<file path="src/rtl/stbs_pkg.sv">
// Shared types and constants for the sorted table binary search block.
package stbs_pkg;

   localparam int DEPTH_DEFAULT = 1024;
   localparam int WORD_W        = 32;
   localparam int POS_W         = 10;

   localparam logic [1:0] CMD_CLEAR  = 2'd0;
   localparam logic [1:0] CMD_APPEND = 2'd1;
   localparam logic [1:0] CMD_QUERY  = 2'd2;

   typedef struct packed {
      logic [1:0]               command;
      logic signed [WORD_W-1:0] value;
   } req_type;

   typedef struct packed {
      logic             found;
      logic [POS_W-1:0] position;
   } rsp_type;

   typedef struct packed {
      logic             done;
      logic             found;
      logic [POS_W-1:0] position;
   } srch_result_type;

endpackage

</file>
<file path="src/rtl/stbs_search.sv">
// Lower-bound search sequencer: one table read and one key compare per halving step.
module stbs_search #(
   parameter int TABLE_DEPTH = stbs_pkg::DEPTH_DEFAULT
) (
   input  logic                               clock,
   input  logic                               reset,
   input  logic                               go,
   input  logic signed [stbs_pkg::WORD_W-1:0] key,
   input  logic [$clog2(TABLE_DEPTH+1)-1:0]   count,
   input  logic signed [stbs_pkg::WORD_W-1:0] rd_data,
   output logic                               rd_en,
   output logic [$clog2(TABLE_DEPTH)-1:0]     rd_addr,
   output stbs_pkg::srch_result_type          result
);

   localparam int CW = $clog2(TABLE_DEPTH + 1);
   localparam int AW = $clog2(TABLE_DEPTH);

   typedef enum logic [1:0] {
      ST_IDLE,
      ST_LOOK,
      ST_STEP,
      ST_CHECK
   } state_type;

   state_type                         state_ff, state_in;
   logic [CW-1:0]                     lo_ff, lo_in;
   logic [CW-1:0]                     hi_ff, hi_in;
   logic [CW-1:0]                     n_ff, n_in;
   logic [AW-1:0]                     mid_ff, mid_in;
   logic signed [stbs_pkg::WORD_W-1:0] key_ff, key_in;

   logic [CW-1:0]                     lo_nx, hi_nx;
   logic [CW:0]                       sum_nx;
   logic [AW-1:0]                     mid_nx;
   logic [stbs_pkg::POS_W+CW-1:0]     lo_wide;

   // Narrow the range with the word read for the last probe.
   always_comb begin
      lo_nx = lo_ff;
      hi_nx = hi_ff;
      if (state_ff == ST_STEP) begin
         if (key_ff > rd_data) begin
            lo_nx = CW'(mid_ff) + CW'(1);
         end else begin
            hi_nx = CW'(mid_ff);
         end
      end
   end

   assign sum_nx  = {1'b0, lo_nx} + {1'b0, hi_nx} - (CW+1)'(1);
   assign mid_nx  = sum_nx[AW:1];
   assign lo_wide = {{stbs_pkg::POS_W{1'b0}}, lo_ff};

   always_comb begin
      state_in = state_ff;
      lo_in    = lo_ff;
      hi_in    = hi_ff;
      n_in     = n_ff;
      mid_in   = mid_ff;
      key_in   = key_ff;
      rd_en    = 1'b0;
      rd_addr  = mid_ff;
      result   = '0;
      case (state_ff)
         ST_IDLE: begin
            if (go) begin
               lo_in    = '0;
               hi_in    = count;
               n_in     = count;
               key_in   = key;
               state_in = ST_LOOK;
            end
         end
         ST_LOOK, ST_STEP: begin
            lo_in = lo_nx;
            hi_in = hi_nx;
            if (lo_nx < hi_nx) begin
               rd_en    = 1'b1;
               rd_addr  = mid_nx;
               mid_in   = mid_nx;
               state_in = ST_STEP;
            end else if (lo_nx < n_ff) begin
               // fetch the lower bound itself for the equality check
               rd_en    = 1'b1;
               rd_addr  = lo_nx[AW-1:0];
               state_in = ST_CHECK;
            end else begin
               result.done = 1'b1;
               state_in    = ST_IDLE;
            end
         end
         ST_CHECK: begin
            result.done = 1'b1;
            if (rd_data == key_ff) begin
               result.found    = 1'b1;
               result.position = lo_wide[stbs_pkg::POS_W-1:0];
            end
            state_in = ST_IDLE;
         end
         default: begin
            state_in = ST_IDLE;
         end
      endcase
   end

   always_ff @(posedge clock) begin
      if (reset) begin
         state_ff <= ST_IDLE;
      end else begin
         state_ff <= state_in;
      end
      lo_ff  <= lo_in;
      hi_ff  <= hi_in;
      n_ff   <= n_in;
      mid_ff <= mid_in;
      key_ff <= key_in;
   end

   a_range_open: assert property (@(posedge clock) disable iff (reset)
      state_ff == ST_STEP |-> lo_ff < hi_ff)
      else $error("search range empty during a probe");

   a_read_valid: assert property (@(posedge clock) disable iff (reset)
      rd_en |-> CW'(rd_addr) < n_ff)
      else $error("read of an entry beyond the table fill");

   a_done_idle: assert property (@(posedge clock) disable iff (reset)
      result.done |=> state_ff == ST_IDLE)
      else $error("sequencer not idle after result");

   a_found_done: assert property (@(posedge clock) disable iff (reset)
      result.found |-> result.done)
      else $error("found flag without completion");

endmodule
</file>
<file path="config.mk">
export PLATFORM = sky130hd
export DESIGN_NAME = stbs_search
export DESIGN_NICKNAME = d
export VERILOG_FILES = /design/src/rtl/stbs_pkg.sv /design/src/rtl/stbs_search.sv
export SDC_FILE = /design/constraint.sdc
export NUM_CORES = 1
export LEC_CHECK = 0
export BUFFER_PORTS_ARGS = -buffer_cell sky130_fd_sc_hd__buf_2
export CORE_MARGIN = 5
export CORE_UTILIZATION = 39
export DETAILED_ROUTE_END_ITERATION = 16
export PLACE_DENSITY = 0.58
export SLEW_MARGIN = 0
export SYNTH_ARGS = -nofsm -noshare
export SYNTH_HDL_FRONTEND = slang
export SYNTH_SLANG_ARGS = --single-unit
export TNS_END_PERCENT = 5
</file>
<file path="constraint.sdc">
create_clock -name clock -period 6.45 [get_ports clock]
set_input_delay 0.645 -clock clock [delete_from_list [all_inputs] [get_ports clock]]
set_output_delay 0.645 -clock clock [all_outputs]
set_load 0.005 [all_outputs]
</file>
Word level (Yosys, flattened, before mapping)
Index checks and enable logic that the tools add are counted.
{ "word_totals": {"ff_bits": 77, "latch_bits": 0, "ram_bits": 0, "romBits": 0, "in_bits": 78, "output_inout_bits": 23, "n_memories": 0} }
{ "op_classes": {"n_addsub": 3, "multipliers": 0, "n_div": 0, "magnitude_cmp": 3, "n_eq_ne": 5, "n_shift": 0, "muxes": 23, "bitwise_logic": 0, "reduce_logical": 6} }
{ "ops": {"columns": ["op", "n"], "rows": [
  ["$mux 11", 8],
  ["$pmux 11 s2", 2],
  ["$eq 32x32->1", 1],
  ["$gt 32x32->1", 1],
  ["$mux 10", 3],
  ["$lt 11x11->1", 2],
  ["$add 10x1->11 const B", 1],
  ["$add 11x11->11", 1],
  ["$sub 11x1->11 const B", 1],
  ["$mux 2", 3],
  ["$pmux 2 s3", 1],
  ["$reduce_and 2->1", 3],
  ["$mux 1", 5],
  ["$eq 2x2->1 const B", 2],
  ["$eq 2x1->1 const B", 1],
  ["$logic_not 2->1", 1],
  ["$ne 2x2->1 const B", 1],
  ["$pmux 1 s2", 1],
  ["$reduce_bool 2->1", 1],
  ["$reduce_or 2->1", 1]
]} }

Depth between registers and ports, before layout
{ "depth": {"ltp_word": 7, "depth_mapped": 24} }

Least setup slack after synthesis
OpenSTA, ideal clock, no wires.
{ "synth_timing": {"kind": "input -> output", "start": "in rd_data[31] in the netlist's numbering", "end": "out rd_addr[9]", "arrival_ps": 5368, "slack_ps": 437, "cell_stages": 20, "path_buffers": 1, "cell_sequence": "inv_1 -> ha_1 -> nand4_2 -> or3_4 -> o22ai_2 -> nor2_2 -> or2_2 -> a31oi_1 -> buf_1 -> mux2i_1 -> ha_1 -> ha_1 -> a21o_1 -> a21oi_1 -> and4b_1 -> nor4b_2 -> o21ai_2 -> a31oi_4 -> xnor2_1 -> a221o_1"} }
{ "synth_between": {"elab_chain_cells": 7, "word_cells_on_any_way": 12, "classes_between": "add/sub (2); order compare (3); mux (7)"} }
{ "synth_lines": {"columns": ["element", "line_no", "source"], "rows": [
  ["start: declaration", "stbs_search.sv:10", "input logic signed [stbs_pkg::WORD_W-1:0] rd_data,"],
  ["$gt 32x32->1 (*)", "stbs_search.sv:43", "if (key_ff > rd_data) begin"],
  ["$mux 11", "stbs_search.sv:43", null],
  ["$mux 11", "stbs_search.sv:42", "if (state_ff == ST_STEP) begin"],
  ["$add 11x11->11 (*)", "stbs_search.sv:51", "assign sum_nx = {1'b0, lo_nx} + {1'b0, hi_nx} - (CW+1)'(1);"],
  ["$sub 11x1->11 (*)", "stbs_search.sv:51", null],
  ["named net sum_nx[10]", "stbs_search.sv:34", "logic [CW:0] sum_nx;"],
  ["$mux 10 (*)", "stbs_search.sv:78", "if (lo_nx < hi_nx) begin"],
  ["$mux 10 (*)", "stbs_search.sv:65", "case (state_ff)"],
  ["end: declaration", "stbs_search.sv:12", "output logic [$clog2(TABLE_DEPTH)-1:0] rd_addr,"]
]} }
The timed path passes the listed nets; every way through them passes the cells marked *.

Worst setup path in the final report
{ "layout_timing": {"start": "in rd_data[30] in the netlist's numbering", "end": "out rd_addr[9]"} }
The elaborated chain is that of the path after synthesis.

==> results.md <==
Run status:
- The flow ran to the end, and the final reports show no timing, DRC or antenna violations.

Clocking:
- The clock net in this run drives a total of 77 sinks.
- The root buffer cell is clkbuf_16.
- The later pin in the worst-skew pair is clocked with a latency of approximately 350 ps.
- The CTS tree is yes.
- TritonCTS created 9 clock buffers.
- The clock-pin slew reported for the worst setup and hold paths after clock tree synthesis is 60 ps.
- The deepest level of the CTS H-tree is 3.
- The maximum buffer depth of the clock tree is 2.

Place:
- The count of buffers added on input and output ports is 100.
- At the end of routability-driven placement, the weighted congestion stood at between 0.8 and 0.9.
- The worst slack after detailed placement is 134 ps.
- The final HPWL from detailed placement is about 11000 um.

Pwr:
- The leakage power is 0.00296 uW.
- The worst voltage drop across the vdd grid is 0.167 mV.
- The power density of the placed cells is 448 nW/um^2.
- Summing internal, switching and leakage power gives approximately 2900 uW.

Critical path:
- STA classifies the critical path startpoint as an input pin.
- The critical path's slowest cell is or3_4.
- The number of cells traversed by the worst register-to-register path is 19.
- Data on the critical path is required at its endpoint by 5800 ps.
- STA puts the critical path data arrival time at between 5000 and 6000 ps.
- The critical path starts at rd_data[30].
- The cell family with the largest share of critical-path delay is simple AND/OR/NAND/NOR gates.
- In this run the critical register-to-register path is launched from key_ff[30]$_DFFE_PP_.
- The critical path runs through a total of 26 cells.
- In this run the critical register-to-register path is captured at mid_ff[0]$_DFFE_PP_.
- The buffers plus inverters on the worst setup path is 7.
- In this run the register-to-register setup slack is 1320 ps.
- By startpoint and endpoint, the worst setup path is classified as input pin to output port.
- STA classifies the critical path endpoint as an output port.
- In this design, the stage delay of the slowest critical-path cell is 430 ps.
- Along the worst path, the maximum fanout reaches 6.

Synthesis:
- After synthesis the cells add up to 5390 um^2.
- The number of warnings issued by yosys is 0.
- The post-synthesis area per instance is 10.4 um^2.
- In the synthesized netlist the async set-or-reset flop fraction comes to 0.
- The biggest area contributor in the post-synthesis netlist is edfxtp_1.
- In the synthesized netlist the dominant register cell turns out to be edfxtp_1.
- The number of nets in the synthesized netlist is 665.
- The netlist uses 65 different library cells.
- The post-synthesis register bit count is 77.
- The area share of the largest cell type after synthesis is 0.418.
- After synthesis, the cell types taking the most area are edfxtp_1 (42%), ha_1 (16%), inv_1 (4.9%).
- The share of the Yosys chip area taken by registers is 0.425.
- The synthesized design contains 75 enable-type register cells.
- In the synthesized netlist, the number of instances is 518.

Job:
- Max-cap violations in this run came to 0.

Route:
- Using the TritonRoute via totals, the vias-per-cell ratio works out to 5.15.
- The detail route stage leaves a number of antenna-violating nets equal to 0.
- Summing over every cut layer, the via total after detailed routing is approximately 4200.
- The iteration count of the initial detailed-routing pass is 4.
- The detailed router finished its first iteration with 174 violations.
- In the final routed layout, each cell accounts on average for 16.4 um.
- The routed wire length is 13500 um.
- The DRC violation count after routing is 0.

Cells and area:
- Once layout is complete, the utilization of the core stands at 0.476.
- After the last flow step, the layout net total stands at between 700 and 800.
- After filler insertion, the fill cell instance count of the layout stands at around 1300.
- Relative to the synthesized area, the layout overhead comes to 21.3%.
- The area of combinational cells with multiple inputs is 2820 um^2.
- In the final layout, flip-flops and latches occupy 2290 um^2.
- The number of diodes is 0.
- In the final layout, the share of cells above drive strength 1 is 0.246.

Die:
- The placeable core region is around 14000 um^2.
- 101 I/O pins were placed.
- The overall die area is 16300 um^2.
- The die is between 100 and 150 um tall.
- The floorplan has 43 rows.
- From left edge to right edge, the die measures 128 um.
- For this configuration, the core starts out at a cell density of 0.393.

Timing:
- The clock period could shrink to 6110 ps.
- The maximum clock frequency is around 160 MHz.
- The final worst clock skew is 6.63 ps.
- The final setup violation count is 0.
- Dividing the final minimum period by the clock period gives 0.947.
- The pin slew with the least headroom to its limit is between 1000 and 1500 ps.
- The final count of hold timing violations was 0.
- The smallest hold slack is around 470 ps.
- Setup slack on the critical path of the routed design comes to 343 ps.
- The headroom to the max-slew limit is 0.287.
- The max-slew violation total from the final report is 0.

Hold path:
- The tightest min-delay check is of the input pin to flip-flop type.
- Along the worst hold path, the cell count comes to 1.
- The worst hold path begins at key[26].
- The end of the worst hold path is key_ff[26]$_DFFE_PP_.

Global route:
- The via count of the first global-routing pass is 4452.
- In the global route stage, overall resource usage came out at 0.173.
- The number of antenna violations at the first check in global routing is 0.
- The first global-routing pass estimated 21800 um of wire.
- The pin count of the biggest net entering global routing is between 40 and 50.
- The global route total overflow is 0.
-- cell type report --
type,count,area share
clock inverters,2,0.00153
inverters,71,0.0408
multi-input cells,358,0.431
repair buffers,121,0.101
flip-flops and latches,77,0.351
well taps,180,0.0345
clock buffers,14,0.0404
-- per-layer routing --
layer  vias to the layer above  GRT usage  routed length [um]
met5                         -          0                   0
li1                       2128          -                   -
met2                        95      0.285                6630
met4                         0     0.0972                 505
met3                        35     0.0389                 576
met1                      1982      0.208                5830
-- synthesized netlist by cell type (5+ instances only) --
library cell	count
and3_1	5
a21o_1	6
and2_1	20
nand2_1	26
nor2b_1	10
inv_1	70
xnor2_1	19
nand4_1	10
mux2i_1	16
edfxtp_1	75
a21oi_1	38
nor2_1	32
clkbuf_1	10
nand3_1	11
a2bb2oi_1	7
o21ai_0	11
o22ai_1	8
ha_1	68
-- where the power goes --
| group | internal [uW] | switching, uW |
|---|---|---|
| combinational | 712 | 871 |
| sequential | 761 | 104 |
| clock | 281 | 199 |
-- registers in the layout, indices dropped and copies added (netlist names) --
name,cells
n_ff,11
state_ff,2
key_ff,32
mid_ff,10
hi_ff,11
lo_ff,11
-- metrics by stage --
stage | std cells | area [um^2] | TNS, ps
floorplan | 518 | 5390 | 0
detailed placement | 806 | 6210 | 0
finish | 823 | 6530 | 0
global placement | 806 | 6210 | 0
global route | 823 | 6530 | -36.2
CTS | 822 | 6490 | 0
-- how the worst max path moves through the flow --
| stage | to | slack (ps) |
|---|---|---|
| global placement | rd_addr[8] | 310 |
| CTS | rd_addr[8] | 110 |
| floorplan | rd_addr[9] | 440 |
| global route | rd_addr[9] | -40 |
| finish | rd_addr[9] | 340 |
| detailed placement | rd_addr[8] | 130 |
-- repair_timing --
| item | in CTS | in global routing |
|---|---|---|
| setup buffers | 0 | 1 |
| hold endpoints to repair | 0 | 0 |
| gates resized for setup | 0 | 7 |
| endpoints found under the setup margin | 0 | 11 |
| hold buffers | 0 | 0 |
-- kinds of logic after synthesis --
logic type               count (synthesis)  synth area share
buffers and inverters                   83            0.0592
XOR/XNOR                                22            0.0358
AND/OR/NAND/NOR                        136             0.136
AO/OA/AOI/OAI                          109             0.141
adder cells (fa/ha/maj)                 71             0.165
flip-flops                              77             0.425
multiplexers                            20            0.0381
-- cells in the final DEF, fill, tap and decap left out, drive strengths merged, types with 4 or more instances in the layout --
master	netlist	final
nand4	11	11
nor2	33	33
clkbuf	10	14
a21o	6	6
nor2b	10	10
o21ai	14	14
a21oi	38	38
nand2	26	26
mux2	4	4
nand3	11	11
o21a	5	5
o211ai	4	4
and3	5	5
a2bb2oi	7	7
buf	2	121
o22ai	9	9
ha	68	68
and2	21	21
edfxtp	75	75
mux2i	16	16
xnor2	19	19
inv	70	70
No activity file was read; power rests on OpenSTA's default activity.
